==> config.mk <==
export PLATFORM = sky130hd
export DESIGN_NAME = servo_bus_packet_engine
export DESIGN_NICKNAME = d
export VERILOG_FILES = /design/src/sbpe_pkg.sv /design/src/sbpe_framer.sv /design/src/sbpe_collector.sv /design/src/servo_bus_packet_engine.sv
export SDC_FILE = /design/constraint.sdc
export NUM_CORES = 1
export LEC_CHECK = 0
export ABC_AREA = 0
export ABC_CLOCK_PERIOD_IN_PS = 6600
export BUFFER_PORTS_ARGS = -buffer_cell sky130_fd_sc_hd__buf_2
export CORE_MARGIN = 2
export CORE_UTILIZATION = 59
export DETAILED_ROUTE_END_ITERATION = 8
export PLACE_DENSITY = 0.78
export SYNTH_ARGS = -nofsm -noshare
export SYNTH_HDL_FRONTEND = slang
export SYNTH_SLANG_ARGS = --single-unit
==> constraint.sdc <==
create_clock -name aclk -period 6.6 [get_ports aclk]
set_clock_uncertainty 0.1 [all_clocks]
set_input_delay 0.66 -clock aclk [delete_from_list [all_inputs] [get_ports aclk]]
set_output_delay 0.66 -clock aclk [all_outputs]
set_load 0.03 [all_outputs]
==> src/sbpe_pkg.sv <==
// Shared types and constants of the servo bus packet engine.
`timescale 1ns / 1ps
`default_nettype none

package sbpe_pkg;

    typedef enum logic [2:0] {
        CMD_READ    = 3'd0,
        CMD_WRITE_B = 3'd1,
        CMD_WRITE_W = 3'd2,
        CMD_RX      = 3'd3,
        CMD_TICK    = 3'd4
    } cmd_t;

    localparam logic [7:0]  BYTE_SYNC      = 8'hFF;
    localparam logic [7:0]  INSTR_READ     = 8'h02;
    localparam logic [7:0]  INSTR_WRITE    = 8'h03;
    localparam logic [7:0]  LEN_READ       = 8'd4;
    localparam logic [7:0]  LEN_WRITE_B    = 8'd4;
    localparam logic [7:0]  LEN_WRITE_W    = 8'd5;
    localparam logic [7:0]  SUM_GOOD       = 8'hFF;
    localparam int          REPLY_LEN_MAX  = 255;
    localparam int          REPLY_OVERHEAD = 6;
    localparam logic [15:0] TIMEOUT_RESET  = 16'd3000;

    // position of fields within a status reply
    localparam logic [7:0]  IDX_SUM_START  = 8'd2;
    localparam logic [7:0]  IDX_STATUS     = 8'd4;
    localparam logic [7:0]  IDX_VAL_LO     = 8'd5;
    localparam logic [7:0]  IDX_VAL_HI     = 8'd6;

    typedef struct packed {
        logic        valid;
        logic        ok;
        logic [15:0] value;
        logic [7:0]  error;
    } reply_t;

endpackage

`default_nettype wire

==> src/sbpe_framer.sv <==
// Instruction packet serializer: one packet byte per step.
`timescale 1ns / 1ps
`default_nettype none

module sbpe_framer (
    input  wire logic        aclk,
    input  wire logic        aresetn,
    input  wire logic        step,
    input  wire logic [2:0]  command,
    input  wire logic [7:0]  servo_id,
    input  wire logic [7:0]  reg_start,
    input  wire logic [7:0]  read_count,
    input  wire logic [15:0] write_value,
    output logic [7:0]       tx_byte,
    output logic             tx_last
);

    logic [3:0] beat_reg;
    logic [3:0] beat_next;
    logic [7:0] len_byte;
    logic [7:0] instr_byte;
    logic [7:0] param_byte;
    logic [7:0] sum;
    logic       is_word;
    logic [3:0] last_beat;

    always_comb begin
        is_word    = (command == sbpe_pkg::CMD_WRITE_W);
        len_byte   = (command == sbpe_pkg::CMD_READ)    ? sbpe_pkg::LEN_READ :
                     is_word                            ? sbpe_pkg::LEN_WRITE_W :
                                                          sbpe_pkg::LEN_WRITE_B;
        instr_byte = (command == sbpe_pkg::CMD_READ) ? sbpe_pkg::INSTR_READ
                                                     : sbpe_pkg::INSTR_WRITE;
        param_byte = (command == sbpe_pkg::CMD_READ) ? read_count : write_value[7:0];
        sum        = servo_id + len_byte + instr_byte + reg_start + param_byte
                     + (is_word ? write_value[15:8] : 8'd0);
        // FF FF id len instr reg param [hi] chk
        last_beat  = is_word ? 4'd8 : 4'd7;
        tx_last    = (beat_reg == last_beat);

        case (beat_reg)
            4'd0, 4'd1: tx_byte = sbpe_pkg::BYTE_SYNC;
            4'd2:       tx_byte = servo_id;
            4'd3:       tx_byte = len_byte;
            4'd4:       tx_byte = instr_byte;
            4'd5:       tx_byte = reg_start;
            4'd6:       tx_byte = param_byte;
            4'd7:       tx_byte = is_word ? write_value[15:8] : ~sum;
            default:    tx_byte = ~sum;
        endcase

        beat_next = beat_reg;
        if (step) begin
            beat_next = tx_last ? 4'd0 : beat_reg + 4'd1;
        end
    end

    always_ff @(posedge aclk) begin
        if (!aresetn) begin
            beat_reg <= 4'd0;
        end else begin
            beat_reg <= beat_next;
        end
    end

endmodule

`default_nettype wire

==> src/sbpe_collector.sv <==
// Status reply collector: sync hunt, byte capture, checksum and timeout.
`timescale 1ns / 1ps
`default_nettype none

module sbpe_collector (
    input  wire logic        aclk,
    input  wire logic        aresetn,
    input  wire logic        update,
    input  wire logic [2:0]  command,
    input  wire logic [7:0]  read_count,
    input  wire logic [7:0]  rx_data,
    input  wire logic [15:0] timeout_ticks,
    output sbpe_pkg::reply_t reply
);

    typedef enum logic [1:0] {
        PH_IDLE,
        PH_HUNT,
        PH_COLLECT
    } phase_t;

    phase_t      phase_reg, phase_next;
    logic [7:0]  exp_len_reg, exp_len_next;
    logic [7:0]  idx_reg, idx_next;
    logic [7:0]  sum_reg, sum_next;
    logic [7:0]  status_reg, status_next;
    logic [7:0]  val_lo_reg, val_lo_next;
    logic [7:0]  val_hi_reg, val_hi_next;
    logic        single_reg, single_next;
    logic [15:0] wait_reg, wait_next;
    logic [8:0]  len_full;
    logic        good;

    always_comb begin
        phase_next   = phase_reg;
        exp_len_next = exp_len_reg;
        idx_next     = idx_reg;
        sum_next     = sum_reg;
        status_next  = status_reg;
        val_lo_next  = val_lo_reg;
        val_hi_next  = val_hi_reg;
        single_next  = single_reg;
        wait_next    = wait_reg;
        reply        = '0;
        good         = 1'b0;
        len_full     = {1'b0, read_count} + 9'(sbpe_pkg::REPLY_OVERHEAD);

        case (command)
            sbpe_pkg::CMD_READ: begin
                phase_next   = PH_HUNT;
                exp_len_next = (len_full > 9'(sbpe_pkg::REPLY_LEN_MAX))
                               ? 8'(sbpe_pkg::REPLY_LEN_MAX) : len_full[7:0];
                idx_next     = 8'd0;
                sum_next     = 8'd0;
                status_next  = 8'd0;
                val_lo_next  = 8'd0;
                val_hi_next  = 8'd0;
                single_next  = (read_count == 8'd1);
                wait_next    = 16'd0;
            end
            sbpe_pkg::CMD_WRITE_B, sbpe_pkg::CMD_WRITE_W: begin
                phase_next = PH_IDLE;
                wait_next  = 16'd0;
            end
            sbpe_pkg::CMD_RX: begin
                if (phase_reg == PH_HUNT) begin
                    wait_next = 16'd0;
                    if (rx_data == sbpe_pkg::BYTE_SYNC) begin
                        phase_next = PH_COLLECT;
                        idx_next   = 8'd1;
                        sum_next   = 8'd0;
                    end
                end else if (phase_reg == PH_COLLECT) begin
                    wait_next = 16'd0;
                    if (idx_reg >= sbpe_pkg::IDX_SUM_START) begin
                        sum_next = sum_reg + rx_data;
                    end
                    if (idx_reg == sbpe_pkg::IDX_STATUS) begin
                        status_next = rx_data;
                    end else if (idx_reg == sbpe_pkg::IDX_VAL_LO) begin
                        val_lo_next = rx_data;
                    end else if (idx_reg == sbpe_pkg::IDX_VAL_HI) begin
                        val_hi_next = rx_data;
                    end
                    idx_next = idx_reg + 8'd1;
                    if (idx_next >= exp_len_reg) begin
                        good        = (sum_next == sbpe_pkg::SUM_GOOD);
                        reply.valid = 1'b1;
                        reply.ok    = good;
                        reply.value = good ? {single_reg ? 8'd0 : val_hi_next, val_lo_next}
                                           : 16'd0;
                        reply.error = good ? status_next : 8'd0;
                        phase_next  = PH_IDLE;
                        wait_next   = 16'd0;
                    end
                end
            end
            sbpe_pkg::CMD_TICK: begin
                if (phase_reg == PH_HUNT || phase_reg == PH_COLLECT) begin
                    wait_next = wait_reg + 16'd1;
                    // wrap to zero also counts as expiry
                    if (wait_next == 16'd0 || wait_next >= timeout_ticks) begin
                        reply.valid = 1'b1;
                        phase_next  = PH_IDLE;
                        wait_next   = 16'd0;
                    end
                end
            end
            default: begin
            end
        endcase
    end

    always_ff @(posedge aclk) begin
        if (!aresetn) begin
            phase_reg   <= PH_IDLE;
            exp_len_reg <= 8'd0;
            idx_reg     <= 8'd0;
            sum_reg     <= 8'd0;
            status_reg  <= 8'd0;
            val_lo_reg  <= 8'd0;
            val_hi_reg  <= 8'd0;
            single_reg  <= 1'b0;
            wait_reg    <= 16'd0;
        end else if (update) begin
            phase_reg   <= phase_next;
            exp_len_reg <= exp_len_next;
            idx_reg     <= idx_next;
            sum_reg     <= sum_next;
            status_reg  <= status_next;
            val_lo_reg  <= val_lo_next;
            val_hi_reg  <= val_hi_next;
            single_reg  <= single_next;
            wait_reg    <= wait_next;
        end
    end

endmodule

`default_nettype wire

==> src/servo_bus_packet_engine.sv <==
// Servo bus packet engine: request framing and status reply collection.
//
// Input channel (s_*): one request per command. Read and write requests
// produce an instruction packet, one byte per result request on m_*, with
// m_tx_last on the checksum byte (8 bytes for a read or a byte write, 9 for a
// word write). Received-byte and tick requests feed the reply collector and
// give at most one result, a reply with m_reply_valid set, when a read reply
// completes or its per-byte tick budget runs out.
// Config channel (cfg_*): writes the per-byte timeout in ticks; always ready.
// A request is taken into the input register, and its first result is loaded
// into the output register once the output register is free.
// Throughput: one byte-producing or silent request per cycle while the
// receiver does not stall; a packet request holds the input register until
// its checksum byte enters the single output register that serializes it.
// The input register frees while a finished result waits on m_*; when the
// receiver stalls, results hold and s_ready drops once the input register is
// occupied. Reset clears all control state and sets the timeout to 3000.
`timescale 1ns / 1ps
`default_nettype none

module servo_bus_packet_engine (
    input  wire logic        aclk,
    input  wire logic        aresetn,

    input  wire logic        cfg_valid,
    output logic             cfg_ready,
    input  wire logic [15:0] cfg_data,

    input  wire logic        s_valid,
    output logic             s_ready,
    input  wire logic [2:0]  s_command,
    input  wire logic [7:0]  s_servo_id,
    input  wire logic [7:0]  s_reg_start,
    input  wire logic [7:0]  s_read_count,
    input  wire logic [15:0] s_write_value,
    input  wire logic [7:0]  s_rx_data,

    output logic             m_valid,
    input  wire logic        m_ready,
    output logic             m_tx_valid,
    output logic [7:0]       m_tx_byte,
    output logic             m_tx_last,
    output logic             m_reply_valid,
    output logic             m_reply_ok,
    output logic [15:0]      m_reply_value,
    output logic [7:0]       m_reply_error
);

    logic [15:0] timeout_reg;

    // input register
    logic        a_valid_reg;
    logic [2:0]  a_cmd_reg;
    logic [7:0]  a_id_reg;
    logic [7:0]  a_start_reg;
    logic [7:0]  a_count_reg;
    logic [15:0] a_wval_reg;
    logic [7:0]  a_rx_reg;

    // output register
    logic        m_valid_reg;
    logic        tx_valid_reg;
    logic [7:0]  tx_byte_reg;
    logic        tx_last_reg;
    sbpe_pkg::reply_t reply_reg;

    logic        a_is_req;
    logic        out_free;
    logic        has_result;
    logic        a_fire;
    logic        out_load;
    logic        frm_step;
    logic [7:0]  frm_byte;
    logic        frm_last;
    sbpe_pkg::reply_t col_reply;

    assign cfg_ready = 1'b1;

    assign a_is_req   = (a_cmd_reg == sbpe_pkg::CMD_READ)
                     || (a_cmd_reg == sbpe_pkg::CMD_WRITE_B)
                     || (a_cmd_reg == sbpe_pkg::CMD_WRITE_W);
    assign out_free   = !m_valid_reg || m_ready;
    assign has_result = a_is_req || col_reply.valid;
    assign out_load   = a_valid_reg && has_result && out_free;
    assign frm_step   = a_valid_reg && a_is_req && out_free;
    // silent requests retire without waiting on the output side
    assign a_fire     = a_valid_reg && (has_result ? out_free : 1'b1)
                     && (a_is_req ? frm_last : 1'b1);
    assign s_ready    = !a_valid_reg || a_fire;

    sbpe_framer u_framer (
        .aclk        (aclk),
        .aresetn     (aresetn),
        .step        (frm_step),
        .command     (a_cmd_reg),
        .servo_id    (a_id_reg),
        .reg_start   (a_start_reg),
        .read_count  (a_count_reg),
        .write_value (a_wval_reg),
        .tx_byte     (frm_byte),
        .tx_last     (frm_last)
    );

    sbpe_collector u_collector (
        .aclk          (aclk),
        .aresetn       (aresetn),
        .update        (a_fire),
        .command       (a_cmd_reg),
        .read_count    (a_count_reg),
        .rx_data       (a_rx_reg),
        .timeout_ticks (timeout_reg),
        .reply         (col_reply)
    );

    always_ff @(posedge aclk) begin
        if (!aresetn) begin
            timeout_reg <= sbpe_pkg::TIMEOUT_RESET;
            a_valid_reg <= 1'b0;
            m_valid_reg <= 1'b0;
        end else begin
            if (cfg_valid && cfg_ready) begin
                timeout_reg <= cfg_data;
            end
            if (s_valid && s_ready) begin
                a_valid_reg <= 1'b1;
            end else if (a_fire) begin
                a_valid_reg <= 1'b0;
            end
            if (out_load) begin
                m_valid_reg <= 1'b1;
            end else if (m_ready) begin
                m_valid_reg <= 1'b0;
            end
        end
    end

    always_ff @(posedge aclk) begin
        if (s_valid && s_ready) begin
            a_cmd_reg   <= s_command;
            a_id_reg    <= s_servo_id;
            a_start_reg <= s_reg_start;
            a_count_reg <= s_read_count;
            a_wval_reg  <= s_write_value;
            a_rx_reg    <= s_rx_data;
        end
        if (out_load) begin
            tx_valid_reg <= a_is_req;
            tx_byte_reg  <= a_is_req ? frm_byte : 8'd0;
            tx_last_reg  <= a_is_req && frm_last;
            reply_reg    <= a_is_req ? '0 : col_reply;
        end
    end

    assign m_valid       = m_valid_reg;
    assign m_tx_valid    = tx_valid_reg;
    assign m_tx_byte     = tx_byte_reg;
    assign m_tx_last     = tx_last_reg;
    assign m_reply_valid = reply_reg.valid;
    assign m_reply_ok    = reply_reg.ok;
    assign m_reply_value = reply_reg.value;
    assign m_reply_error = reply_reg.error;

endmodule

`default_nettype wire
### After elaboration in Yosys (flattened, before gate mapping)

Cells that the tools add are included.

* register bits: 176
* bits of input ports: 72
* output and inout bits: 39
* logic and storage cells: 173

* add/subtract/negate cells: 10
* magnitude comparators: 4
* equality and inequality tests: 27
* muxes and demuxes: 64
* bitwise operators: 5
* reductions and logical operators: 36

Operators with widths (number)
* $mux W8: 29
* $mux W16: 5
* $pmux W8 S2: 5
* $mux W26: 3
* $pmux W8 S7: 1
* $add A8 B8 Y8: 6
* $pmux W16 S3: 1
* $eq A8 B3 Y1 const B: 3
* $add A16 B1 Y16 const B: 1
* $eq A4 B3 Y1 const B: 4
* $eq A8 B8 Y1 const B: 2
* $ge A16 B16 Y1: 1
* $logic_not A16 Y1: 1
* $mux W2: 6
* $reduce_and A4 Y1: 3
* $mux W1: 10
* $add A8 B3 Y9 const B: 1
* $gt A9 B8 Y1 const B: 1
* $add A8 B1 Y8 const B: 1
* $eq A4 B2 Y1 const B: 2
* $eq A8 B1 Y1 const B: 1
* $ge A8 B2 Y1 const B: 1
* $ge A8 B8 Y1: 1
* $logic_and A1 B1 Y1: 8
* 31 further kinds: 49

### Logic depth before layout (Yosys ltp)

Gate-level depths: netlist of the first run.

* word-level depth: 18
* mapped depth: 18
* depth with buffers taken out: 17

### Cells and area by module

From an unflattened synthesis of the first run, not the netlist that was laid out.

* cell total of the unflattened synthesis: 1038
* area total of the unflattened synthesis: 10164.7 um^2

By module, submodules not included
* sbpe_collector: times used 1, cells each 633, area each 4932.2 um^2, sequential area each 1341.3 um^2
* servo_bus_packet_engine: times used 1, cells each 196, area each 3607.2 um^2, sequential area each 2972.9 um^2
* sbpe_framer: times used 1, cells each 209, area each 1625.3 um^2, sequential area each 80.1 um^2

### Worst setup path after synthesis of the first run

Ideal clock, no wire load.

* path type: reg-to-reg
* start point: register a_cmd_reg[0]
* end point: register tx_byte_reg[5], in the netlist m_tx_byte[5] (data pin)
* setup time: 274 ps
* arrival time: 4556 ps
* required time: 6226 ps
* slack: 1670 ps
* stages on the path, launching flop included: 18
* buffers on the path: 1
* period minus slack after synthesis: 4930 ps
* path through: edfxtp_1 nor3_1 clkbuf_1 mux2_2 fa_1 inv_1 fa_1 fa_1 inv_1 ha_1 fa_1 a21oi_1 nor2_1 nor2_1 xnor2_1 o21bai_1 a221oi_1 a211oi_1

* longest elaborated chain between the ends: 11
* elaborated cells between the ends (all ways): 18
* those cells by class: add/sub (5); eq/ne (2); mux (7); bitwise (1); reduce/logical (3)

Ends and longest elaborated chain
* start: declaration: line servo_bus_packet_engine.sv:53 `logic [2:0] a_cmd_reg;`
* start signal: assignment: line servo_bus_packet_engine.sv:139 `a_cmd_reg <= s_command;`
* $eq A3 B2 Y1: line sbpe_framer.sv:28, servo_bus_packet_engine.sv:81
* $mux W1: line sbpe_framer.sv:30 `is_word ? sbpe_pkg::LEN_WRITE_W :`
* $mux W8: line sbpe_framer.sv:29 `len_byte = (command == sbpe_pkg::CMD_READ) ? sbpe_pkg::LEN_READ :`
* $add A8 B8 Y8 (4 in series): line sbpe_framer.sv:35 `sum = servo_id + len_byte + instr_byte + reg_start + param_byte`
* $add A8 B8 Y8: line sbpe_framer.sv:36 `+ (is_word ? write_value[15:8] : 8'd0);`
* $not A8 Y8: line sbpe_framer.sv:48, sbpe_framer.sv:49
* $mux W8: line sbpe_framer.sv:48 `4'd7: tx_byte = is_word ? write_value[15:8] : ~sum;`
* $pmux W8 S7: line sbpe_framer.sv:41 `case (beat_reg)`
* end signal: assignment: line servo_bus_packet_engine.sv:148 `tx_byte_reg <= a_is_req ? frm_byte : 8'd0;`
* end: declaration: line servo_bus_packet_engine.sv:63 `logic [7:0] tx_byte_reg;`

Several ways; a longest one is shown, not always the timed one.
A chain may end at the register's enable or synchronous reset.

### Final worst setup path of the first run

* start point: register u_collector.wait_reg[2]
* end point: output s_ready

* longest elaborated chain between the ends: 11
* elaborated cells between the ends (all ways): 12
* those cells by class: add/sub (1); order compare (1); mux (4); reduce/logical (6)

Ends and longest elaborated chain
* start: declaration: line sbpe_collector.sv:30 `logic [15:0] wait_reg, wait_next;`
* start signal: assignment: line sbpe_collector.sv:134 `wait_reg <= wait_next;`
* $add A16 B1 Y16 *: line sbpe_collector.sv:100 `wait_next = wait_reg + 16'd1;`
* $ge A16 B16 Y1 / $logic_not A16 Y1 (equally long branches): line sbpe_collector.sv:102 `if (wait_next == 16'd0 || wait_next >= timeout_ticks) begin`
* $logic_or A1 B1 Y1 *: line sbpe_collector.sv:102
* $mux W1 *: line sbpe_collector.sv:102
* $mux W1 *: line sbpe_collector.sv:99 `if (phase_reg == PH_HUNT || phase_reg == PH_COLLECT) begin`
* $pmux W1 S2 *: line sbpe_collector.sv:48 `case (command)`
* $logic_or A1 B1 Y1 *: line servo_bus_packet_engine.sv:83 `assign has_result = a_is_req || col_reply.valid;`
* $mux W1 *: line servo_bus_packet_engine.sv:87 `assign a_fire = a_valid_reg && (has_result ? out_free : 1'b1)`
* $logic_and A1 B1 Y1 *: line servo_bus_packet_engine.sv:87
* $logic_and A1 B1 Y1 *: line servo_bus_packet_engine.sv:88 `&& (a_is_req ? frm_last : 1'b1);`
* $logic_or A1 B1 Y1 *: line servo_bus_packet_engine.sv:89 `assign s_ready = !a_valid_reg || a_fire;`
* end: declaration: line servo_bus_packet_engine.sv:30 `output logic s_ready,`

Mark *: on every way between the ends. The rest lies on a longest branch, timed or not.

==> results of run 1 <==
final cells by class:
type | instances | area [sq um] | area share
inverter | 59 | 224.0 | 0.02010
multi-input combinational | 701 | 5067 | 0.4548
sequential | 176 | 4394 | 0.3944
timing repair buffer | 112 | 568.0 | 0.05098
tap | 220 | 275.3 | 0.02471
clock inverter | 13 | 160.2 | 0.01437
clock buffer | 19 | 452.9 | 0.04065
layout by cell type, fill, tap and decap left out, drive strengths merged, types with 10 or more instances in the layout:
cell / count
nor3: 20
nand2: 105
fa: 16
mux2i: 30
a21o: 11
a211oi: 11
nor2: 43
nor2b: 24
xor2: 13
inv: 65
buf: 112
ha: 57
xnor2: 27
edfxtp: 87
a21boi: 10
and2: 24
o211ai: 15
o21ai: 51
a21oi: 49
nand4: 12
dfxtp: 89
nand3: 45
clkbuf: 19
Yosys cell counts, types with 6 or more instances:
cell / number / area share
nor2_1: 42 / 0.016
inv_1: 57 / 0.022
o2bb2ai_1: 9 / 0.0079
a21boi_0: 6 / 0.0045
buf_6: 6 / 0.0068
o21ai_0: 43 / 0.022
mux2_2: 6 / 0.0068
o211ai_1: 13 / 0.0098
dfxtp_1: 89 / 0.18
nand4_1: 11 / 0.0069
a221oi_1: 8 / 0.0071
and2_1: 20 / 0.013
o21a_1: 8 / 0.0060
fa_1: 16 / 0.032
clkbuf_1: 32 / 0.012
o211a_1: 7 / 0.0071
xor2_1: 13 / 0.011
a211oi_1: 10 / 0.0076
a32o_1: 8 / 0.0081
nor3_1: 16 / 0.0081
nor2b_1: 24 / 0.015
o21bai_1: 9 / 0.0068
o21ai_1: 6 / 0.0030
buf_2: 6 / 0.0030
and3_1: 9 / 0.0057
xnor2_1: 27 / 0.024
mux2i_1: 30 / 0.030
nand2_1: 105 / 0.040
nand2b_1: 8 / 0.0050
nand3_1: 44 / 0.022
a21oi_1: 48 / 0.024
a31oi_1: 7 / 0.0044
ha_1: 57 / 0.072
edfxtp_1: 87 / 0.26
a21o_1: 10 / 0.0076
how the worst max path moves through the flow:
| stage | start | endpoint | slack [ns] | cells past startpoint |
|---|---|---|---|---|
| 2_1_floorplan | a_cmd_reg[0] | m_tx_byte[5] | 1.67 | 17 |
| 3_3_place_gp | u_collector.wait_reg[2] | a_start_reg[4] | 1.78 | 13 |
| 3_5_place_dp | u_collector.wait_reg[2] | a_wval_reg[12] | 1.65 | 13 |
| 4_1_cts | u_collector.wait_reg[2] | a_wval_reg[14] | 1.63 | 13 |
| 5_1_grt | u_collector.wait_reg[2] | a_wval_reg[0] | 1.03 | 13 |
| 6_report | u_collector.wait_reg[2] | s_ready | 1.64 | 13 |
critical path, stage by stage (launching register included):
cell and delay [ns]:
dfxtp_1 0.52, nand4_4 0.26, nor4_1 0.68, nand3_1 0.18
xnor2_1 0.20, ha_1 0.27, nand4_1 0.14, o221ai_1 0.14
a211oi_1 0.40, o21ai_2 0.19, a21o_2 0.25, o21ai_0 0.16
or2_2 0.15, buf_2 0.22
layer usage:
layer	routed length [um]	GRT usage	up-vias
met2	10380	0.4026	287
li1	-	-	3705
met5	0	0	-
met1	9546	0.3366	3570
met3	1446	0.04528	51
met4	626	0.1040	0
stage by stage:
stage / instance area [sq um] / hold WS, ns / cells
after floorplan: 9930 / 0.3322 / 988
after global placement: 10530 / 0.3463 / 1268
after detailed placement: 10530 / 0.3465 / 1268
after CTS: 11140 / 0.2803 / 1300
after global routing: 11140 / 0.2783 / 1300
final: 11140 / 0.2862 / 1300
report_power, final:
group	total [W]	internal [W]	switching (W)
registers	0.00121	0.00118	0.0000277
clock network	0.00104	0.000562	0.000476
logic	0.000342	0.000146	0.000196
total	0.00259	0.00189	0.000700
kinds of logic (layout without fill, tap and decap cells):
family	count (synthesis)	in the layout
other cells	1	1
xor+xnor	40	40
flops	176	176
simple gates	329	329
mux	36	36
fa+ha+maj	74	74
buf+inv	111	203
compound gates	221	221
==> impl_metrics.tcl, run 1 <==
set metrics [dict create \
    worstSkewPairLatency_ns 0.44 \
    async_flop_share 0 \
    numCtsBuffers 17 \
    gr-total-overflow 0 \
    required_ns 5.84 \
    cts.path.max_buffers 2 \
    synth_simple_gate_area_frac 0.1758 \
    p_per_area_nw_per_um2 232.3 \
    die_area_sq_um 17880 \
    synth_mux_area_frac 0.03705 \
    slew_viol_final 0 \
    leakage_nw 4.573 \
    place_congestion 0.9196 \
    outcome "completed" \
    cp-start-kind "flop" \
    hold_viol_final 0 \
    syn_inst 988 \
    clock-root-buffer "clkbuf_16" \
    worst_slew_pin_slew_ns 1.113 \
    avgSynthCellArea_sq_um 10.05 \
    pre_cts_slack_ns 1.650 \
    worstReg2RegEnd "a_wval_reg[7]" \
    end_kind "output pin" \
    core-area_sq_um 16520 \
    ys_ff_latch 176 \
    tns_ns 0 \
    utilization 0.6743 \
    wl_per_cell_um 16.92 \
    first_iter_violations 630 \
    r2r-start "u_collector.wait_reg[2]" \
    min_to "a_id_reg[6]" \
    grt_pass1_vias 7137 \
    die_w_um 133.7 \
    min_path_cells 1 \
    area_delta_synth_final_pct 12.21 \
    ys_seq_area_frac 0.4425 \
    grtUsageTotal 0.2509 \
    ios 111 \
    antenna_cells 0 \
    grt_first_pass_wirelength_um 35490 \
    yosysUniqueCellTypes 85 \
    synth_top_family_by_area "simple AND/OR/NAND/NOR gates" \
    antenna_found_initial 0 \
    synth-edff-count 87 \
    cts_tree "done" \
    hold_path_class "in2reg" \
    synthAdderAreaFrac 0.1051 \
    rsz0062_at_grt "no" \
    die_height_um 133.7 \
    final_antenna_net_count 0 \
    synth_xor_xnor_area_share 0.03528 \
    hold_buffers 0 \
    clock-sinks 176 \
    vias_per_cell 5.856 \
    drive_gt1_frac 0.1694 \
    grt_max_degree 56 \
    drtPass1Iterations 5 \
    max_freq_mhz 201.8 \
    period_needed_ns 4.955 \
    setup_ws_ns 1.645 \
    fill_cells 1245 \
    worst-setup-path-type "reg2out" \
    synth-compound-area-share 0.1549 \
    final_net_count 1212 \
    drt-total-wl_um 22000 \
    via_count 7613 \
    rows 47 \
    cp.arrival_ns 4.20 \
    cts.repair.resized 0 \
    drc 0 \
    htree_levels 4 \
    finalPower_w 0.002589 \
    peakVddDrop_uv 213.2 \
    cp_max_fo 10 \
    max_cap_violations 0 \
    portBuffers 109 \
    setup_viol 0 \
    max-slew-margin-rel 0.2581 \
    initial_core_util 0.6009 \
    min-delay-start "s_servo_id[6]" \
    syn_nets 1133 \
    ys_warn_count 0 \
    post-route-period-util 0.7508 \
    cts_setup_buffers 0 \
    synth_top_flop_cell "dfxtp_1" \
    rrSetupSlack_ns 1.67 \
    place_hpwl_um 15680 \
    synthesis.area_sq_um 9930 \
    rr_worst_depth 13 \
    clkTransAtPathRegs_ns 0.07 \
]
Power figures use the tool's default switching activity.
==> run 2, diff against run 1 <==
- ABC_AREA: 0 -> 1
- ABC_CLOCK_PERIOD_IN_PS: 6600 -> 4100
- CORE_UTILIZATION: 59 -> 54
- PLACE_DENSITY: 0.78 -> 0.75
- clock period: 6.6 -> 4.1 ns (I/O delays scaled with it)
==> run 2 against run 1 <==
Against the previous run: the flow now finishes with violations (setup timing); clock-buffer cell count increased by 5; die area increased by 10%; synthesized cell count increased by 30%; critical endpoint is now m_tx_byte[7]; largest cell class unchanged; largest power group unchanged.
==> impl_metrics.tcl, run 2 <==
set metrics [dict create \
    outcome "complete, but fails checks" \
    failed_checks "setup timing" \
    drt-total-wl_um 22470 \
    min-delay-start "s_write_value[13]" \
    r2r-start "a_cmd_reg[0]" \
    final_antenna_net_count 0 \
    ys_ff_latch 176 \
    drtPass1Iterations 5 \
    hold_viol_final 0 \
    yosysTopAreaCell "edfxtp_1" \
    max_freq_mhz 243.2 \
    top_layer "met4" \
    synth_area_leaders "edfxtp_1, dfxtp_1, nand2_1, inv_1, nor2_1" \
    ios 111 \
    synth_top_flop_cell "dfxtp_1" \
    first_iter_violations 678 \
    clkTransAtPathRegs_ns 0.07 \
    avgSynthCellArea_sq_um 7.832 \
    multiInputGateArea_sq_um 4756 \
    cp_max_fo 3 \
    setup_ws_ns -0.01212 \
    period_needed_ns 4.112 \
    p_per_area_nw_per_um2 387.7 \
    final_net_count 1550 \
    cp.arrival_ns 4.18 \
    yosysMostFrequentCell "nand2_1" \
    dpl.cell_count 1609 \
    via_count 8499 \
    synth_common_cells "nand2_1, inv_1, nor2_1, a21oi_1, dfxtp_1" \
    area_delta_synth_final_pct 15.68 \
    wl_met1_um 10310 \
    grt_pass1_vias 7674 \
    cp_num_buf_inv 2 \
    yosysTopAreaCellShare 0.2598 \
    drc 0 \
    fin_cells 1647 \
    wl_per_cell_um 13.65 \
    crit_chain "nor2_2, nand2_2, nand2_2, nand2_2, fa_1, inv_2, fa_2, fa_1, inv_1, ha_2, fa_2, a21oi_2, o21ai_1, a21oi_1, nor2_1, nor2_1, xor2_1, o21ai_1, nand2_1, a21oi_1" \
    htree_levels 4 \
    core-area_sq_um 18150 \
    fill_cells 1571 \
    rows 49 \
    final_common_cell "nand2_1" \
    finalPower_w 0.004510 \
    setup_viol 1 \
    route.met3.wl_um 1243 \
    cp-startpoint "a_cmd_reg[0]" \
    cpMostUsedCell "nand2_2" \
    slew_viol_final 0 \
    post-route-period-util 1.003 \
    leakage_nw 5.536 \
    yosysUniqueCellTypes 44 \
    die_area_sq_um 19730 \
    antenna_found_initial 0 \
    cp-start-kind "flop" \
    worst_slew_pin_slew_ns 1.023 \
    area.sequential_sq_um 4395 \
    final_cell_mix "nand2_1, inv_1, nor2_1" \
    final_area_sq_um 11630 \
    ys_seq_area_frac 0.4370 \
    rsz0062_at_grt "yes" \
    syn_inst 1284 \
    crit_family "adder cells" \
    max_cap_violations 0 \
    max_stage_delay_ns 0.50 \
    grt_max_degree 63 \
    antenna_cells 0 \
    die_height_um 140.5 \
    dr_wl_met2_um 10540 \
    drive_gt1_frac 0.1481 \
    async_flop_share 0 \
    vias_per_cell 5.160 \
    hold_path_class "in2reg" \
    initial_core_util 0.5541 \
    cts.path.max_buffers 2 \
    syn_nets 1429 \
    dpl_cell_area_sq_um 10930 \
    peakVddDrop_uv 281.3 \
    place_hpwl_um 16230 \
    pre_cts_slack_ns -0.1535 \
    gr-total-overflow 0 \
    grtUsageTotal 0.2313 \
    slowest_stage "fa_1" \
    worst-setup-path-type "reg2reg" \
    max-slew-margin-rel 0.3155 \
    cts_tree "done" \
    synthesis.area_sq_um 10060 \
    clock-sinks 176 \
    end_kind "flop" \
    numCtsBuffers 17 \
    worstSkewPairLatency_ns 0.44 \
    grt_first_pass_wirelength_um 36800 \
    synth-edff-count 87 \
    tns_ns -0.01212 \
    die_w_um 140.5 \
    required_ns 4.16 \
    clock-root-buffer "clkbuf_16" \
    place_congestion 0.8822 \
    portBuffers 109 \
    ys_warn_count 0 \
]
## run 2: changes by cell type after synthesis, sizes merged, moves of 20 or more
cell / change
a21oi: +41
and2: -23
inv: +151
mux2i: -30
nand2: +171
nor2: +161
nor2b: -24
o21ai: +21
xnor2: -20
## run 2: cell families after synthesis
family	after synthesis	share of synthesized area
flip-flops	176	0.4370
AND/OR/NAND/NOR	563	0.2299
buffers and inverters	249	0.09780
XOR/XNOR	31	0.02700
AO/OA/AOI/OAI	191	0.1051
adder cells (fa/ha/maj)	73	0.1028
other	1	0.0003729
## run 2: area by class of cell
type                       count  share of cell area
tap                          229             0.02463
clock buffer                  24             0.04238
clock inverter                 8            0.008820
multi-input combinational    859              0.4088
timing repair buffer         141             0.06970
sequential                   176              0.3779
inverter                     210             0.06776
## run 2: what timing repair did
item / CTS / global route
hold buffers: 0 / 0
setup endpoints to repair: 3 / 5
buffers inserted: 3 / 3
pin swaps: 4 / 3
gates resized for setup: 15 / 8
## run 2: worst paths after layout
kind                          end  slack, ns  cells after the start
hold / removal     a_wval_reg[13]       0.05                      1
setup reg to reg     m_tx_byte[7]      -0.01                     20
setup / recovery     m_tx_byte[7]      -0.01                     20
hold reg to reg   timeout_reg[12]       0.37                      2
## run 2: layer usage
layer,vias up,global-route usage
li1,4338,-
met1,3875,0.3185
met2,259,0.3736
met3,27,0.03795
met4,0,0.07947
met5,-,0
## run 2: per-stage QoR
stage / hold WS [ns] / utilization
detailed placement: 0.3585 / 0.6021
finish: 0.04653 / 0.6410
CTS: 0.03236 / 0.6384
floorplan: 0.3395 / -
global route: 0.02945 / 0.6410
global placement: 0.3559 / 0.6021
## run 2: power breakdown
part	switching [W]	internal, W	total [W]
sequential	0.0000526	0.00194	0.00199
combinational	0.000532	0.000332	0.000863
clock	0.000683	0.000970	0.00165
total	0.00127	0.00324	0.00451
==> run 3, diff against run 2 <==
- BUFFER_PORTS_ARGS: -buffer_cell sky130_fd_sc_hd__buf_2 -> unset
- CORE_UTILIZATION: 54 -> 58
- DONT_BUFFER_PORTS: unset -> 1
- PLACE_DENSITY: 0.75 -> 0.74
- SYNTH_HIERARCHICAL: unset -> 1
==> run 3 against run 2 <==
Against the previous run: the flow now finishes without violations; total power down 5.3%; core utilization increased by 4.6 points; flip-flop and latch count unchanged; area after synthesis up 5.7%; sequential power is essentially flat; clock power down 7%; first-iteration DRC count is 18% lower; fmax rose by 4.6%.
==> impl_metrics.tcl, run 3 <==
set metrics [dict create \
    utilization 0.6873 \
    intPower_w 0.003035 \
    worstSkewPairLatency_ns 0.43 \
    leakage_nw 5.304 \
    yosysMostFrequentCell "nand2_1" \
    ios 111 \
    final_common_cell "nand2_1" \
    avgSynthCellArea_sq_um 8.190 \
    max_freq_mhz 254.4 \
    drt-total-wl_um 25070 \
    ys_ff_latch 176 \
    outcome "completed" \
    wl_per_cell_um 15.47 \
    final_antenna_net_count 0 \
    cp_max_fo 5 \
    synth-edff-count 87 \
    setup_viol 0 \
    grt_max_degree 49 \
    slew_viol_final 0 \
    max_stage_delay_ns 0.51 \
    syn_nets 1443 \
    power.switching_w 0.001236 \
    gr-total-overflow 0 \
    power_frac_seq 0.466 \
    switching_share 0.2894 \
    core-area_sq_um 17960 \
    area_delta_synth_final_pct 16.14 \
    first_iter_violations 553 \
    tns_ns 0 \
    required_ns 4.27 \
    drtPass1Iterations 5 \
    crit_chain "nand2_2, nor2_4, inv_2, nor2_4, fa_1, fa_1, inv_1, fa_1, inv_1, ha_2, fa_2, nand3_2, nand3_2, xnor2_1, inv_1, o21ai_1, nand2_1, a22oi_1, inv_1, nor2_1" \
    grt_first_pass_wirelength_um 41060 \
    grtUsageTotal 0.2607 \
    synth_area_leaders "edfxtp_1, dfxtp_1, nand2_1, inv_1, ha_1" \
    pre_cts_slack_ns 0.04323 \
    drc 0 \
    clkTransAtPathRegs_ns 0.07 \
    place_hpwl_um 17660 \
    htree_levels 4 \
    max-slew-margin-rel 0.3060 \
    drive_gt1_frac 0.1618 \
    final_net_count 1523 \
    die_height_um 139.4 \
    post-route-period-util 0.9589 \
    cp-start-kind "flop" \
    yosysTopAreaCellShare 0.2458 \
    rows 49 \
    numCtsBuffers 17 \
    r2r-start "a_cmd_reg[1]" \
    antenna_found_initial 0 \
    hold_viol_final 0 \
    p_per_area_nw_per_um2 346.0 \
    grt_pass1_vias 8395 \
    ys_warn_count 6 \
    synth_common_cells "nand2_1, inv_1, nor2_1, a21oi_1, dfxtp_1" \
    setup_ws_ns 0.1685 \
    hold_path_class "in2reg" \
    worst_slew_pin_slew_ns 1.035 \
    slowest_stage "fa_1" \
    clock-root-buffer "clkbuf_16" \
    clock-sinks 176 \
    ys_seq_area_frac 0.4134 \
    synthesis.area_sq_um 10630 \
    worst-setup-path-type "reg2reg" \
    place_congestion 0.9165 \
    cts.path.max_buffers 2 \
    comb_power_share 0.175 \
    die_w_um 139.4 \
    peakVddDrop_uv 299.1 \
    initial_core_util 0.5918 \
    end_kind "flop" \
    die_area_sq_um 19430 \
    cts_tree "done" \
    yosysUniqueCellTypes 60 \
    min-delay-start "aresetn" \
    period_needed_ns 3.932 \
    cp.arrival_ns 4.10 \
    via_count 8816 \
    synth_top_flop_cell "dfxtp_1" \
    syn_inst 1298 \
    async_flop_share 0 \
    yosysTopAreaCell "edfxtp_1" \
    max_cap_violations 0 \
    power_frac_clock 0.359 \
    cp-startpoint "a_cmd_reg[1]" \
    cpMostUsedCell "inv_1" \
    final_cell_mix "nand2_1, inv_1, nor2_1" \
    portBuffers 0 \
    cp_num_buf_inv 5 \
    crit_family "adder cells" \
    vias_per_cell 5.439 \
]
## run 3: changes by cell type after synthesis, sizes merged, moves of 7 or more
cell	before	now
a21oi	90	98
inv	209	226
nand2	276	241
nand3	32	57
o21bai	12	5
xor2	24	9
## run 3: final cells by class
cell class / instances / area (sq um)
clock buffers: 19 / 442.9
flip-flops and latches: 176 / 4407
fillers: 1431 / 5618
clock inverters: 13 / 103.9
repair buffers: 94 / 903.4
multi-input cells: 860 / 5333
inverters: 229 / 867.1
diodes: 1 / 2.502
well taps: 229 / 286.5
## run 3: what timing repair did
item                                   in CTS  in global routing
hold buffers                               56                  0
setup buffers                               0                  9
setup endpoints to repair                   0                 60
gates resized for setup                     0                 50
endpoints found under the hold margin      59                  0
## run 3: routing by layer
layer / vias up / part of all wire / GRT usage
met3: 44 / 0.066 / 0.05334
met2: 305 / 0.48 / 0.4285
met4: 0 / 0.020 / 0.08985
met1: 4099 / 0.44 / 0.3451
met5: - / 0 / 0
li1: 4368 / - / -
## run 3: worst paths after layout
check                          to  slack [ns]  depth (start not counted)
hold / removal    timeout_reg[14]        0.02                          2
setup reg to reg     m_tx_byte[5]        0.17                         20
setup / recovery     m_tx_byte[5]        0.17                         20
hold reg to reg   timeout_reg[11]        0.37                          2
## run 3: logic make-up after synthesis
| kind of cell | count (synthesis) | synth area share |
|---|---|---|
| AND/OR/NAND/NOR | 561 | 0.2572 |
| buffers and inverters | 262 | 0.1035 |
| AO/OA/AOI/OAI | 206 | 0.1101 |
| flip-flops | 176 | 0.4134 |
| adder cells (fa/ha/maj) | 73 | 0.09722 |
| XOR/XNOR | 16 | 0.01318 |
| multiplexers | 3 | 0.005179 |
| other | 1 | 0.0003528 |
## run 3: through the flow
stage,cells,cell area [sq um],power [W],hold WS (ns)
after floorplan,1298,10640,0.002510,0.3289
after global placement,1523,10980,0.002626,0.3451
after detailed placement,1523,10980,0.002643,0.3482
after CTS,1611,12080,0.004213,0.0002875
after global routing,1620,12340,0.004459,0.002030
final,1621,12350,0.004271,0.01709
## run 3: power by group through the flow
stage | clock, W | sequential (W) | combinational (W)
6_report | 0.00154 | 0.00199 | 0.000746
5_1_grt | 0.00163 | 0.00200 | 0.000834
4_1_cts | 0.00156 | 0.00199 | 0.000663
3_5_place_dp | 0 | 0.00203 | 0.000613
3_3_place_gp | 0 | 0.00203 | 0.000598
2_1_floorplan | 0 | 0.00202 | 0.000493
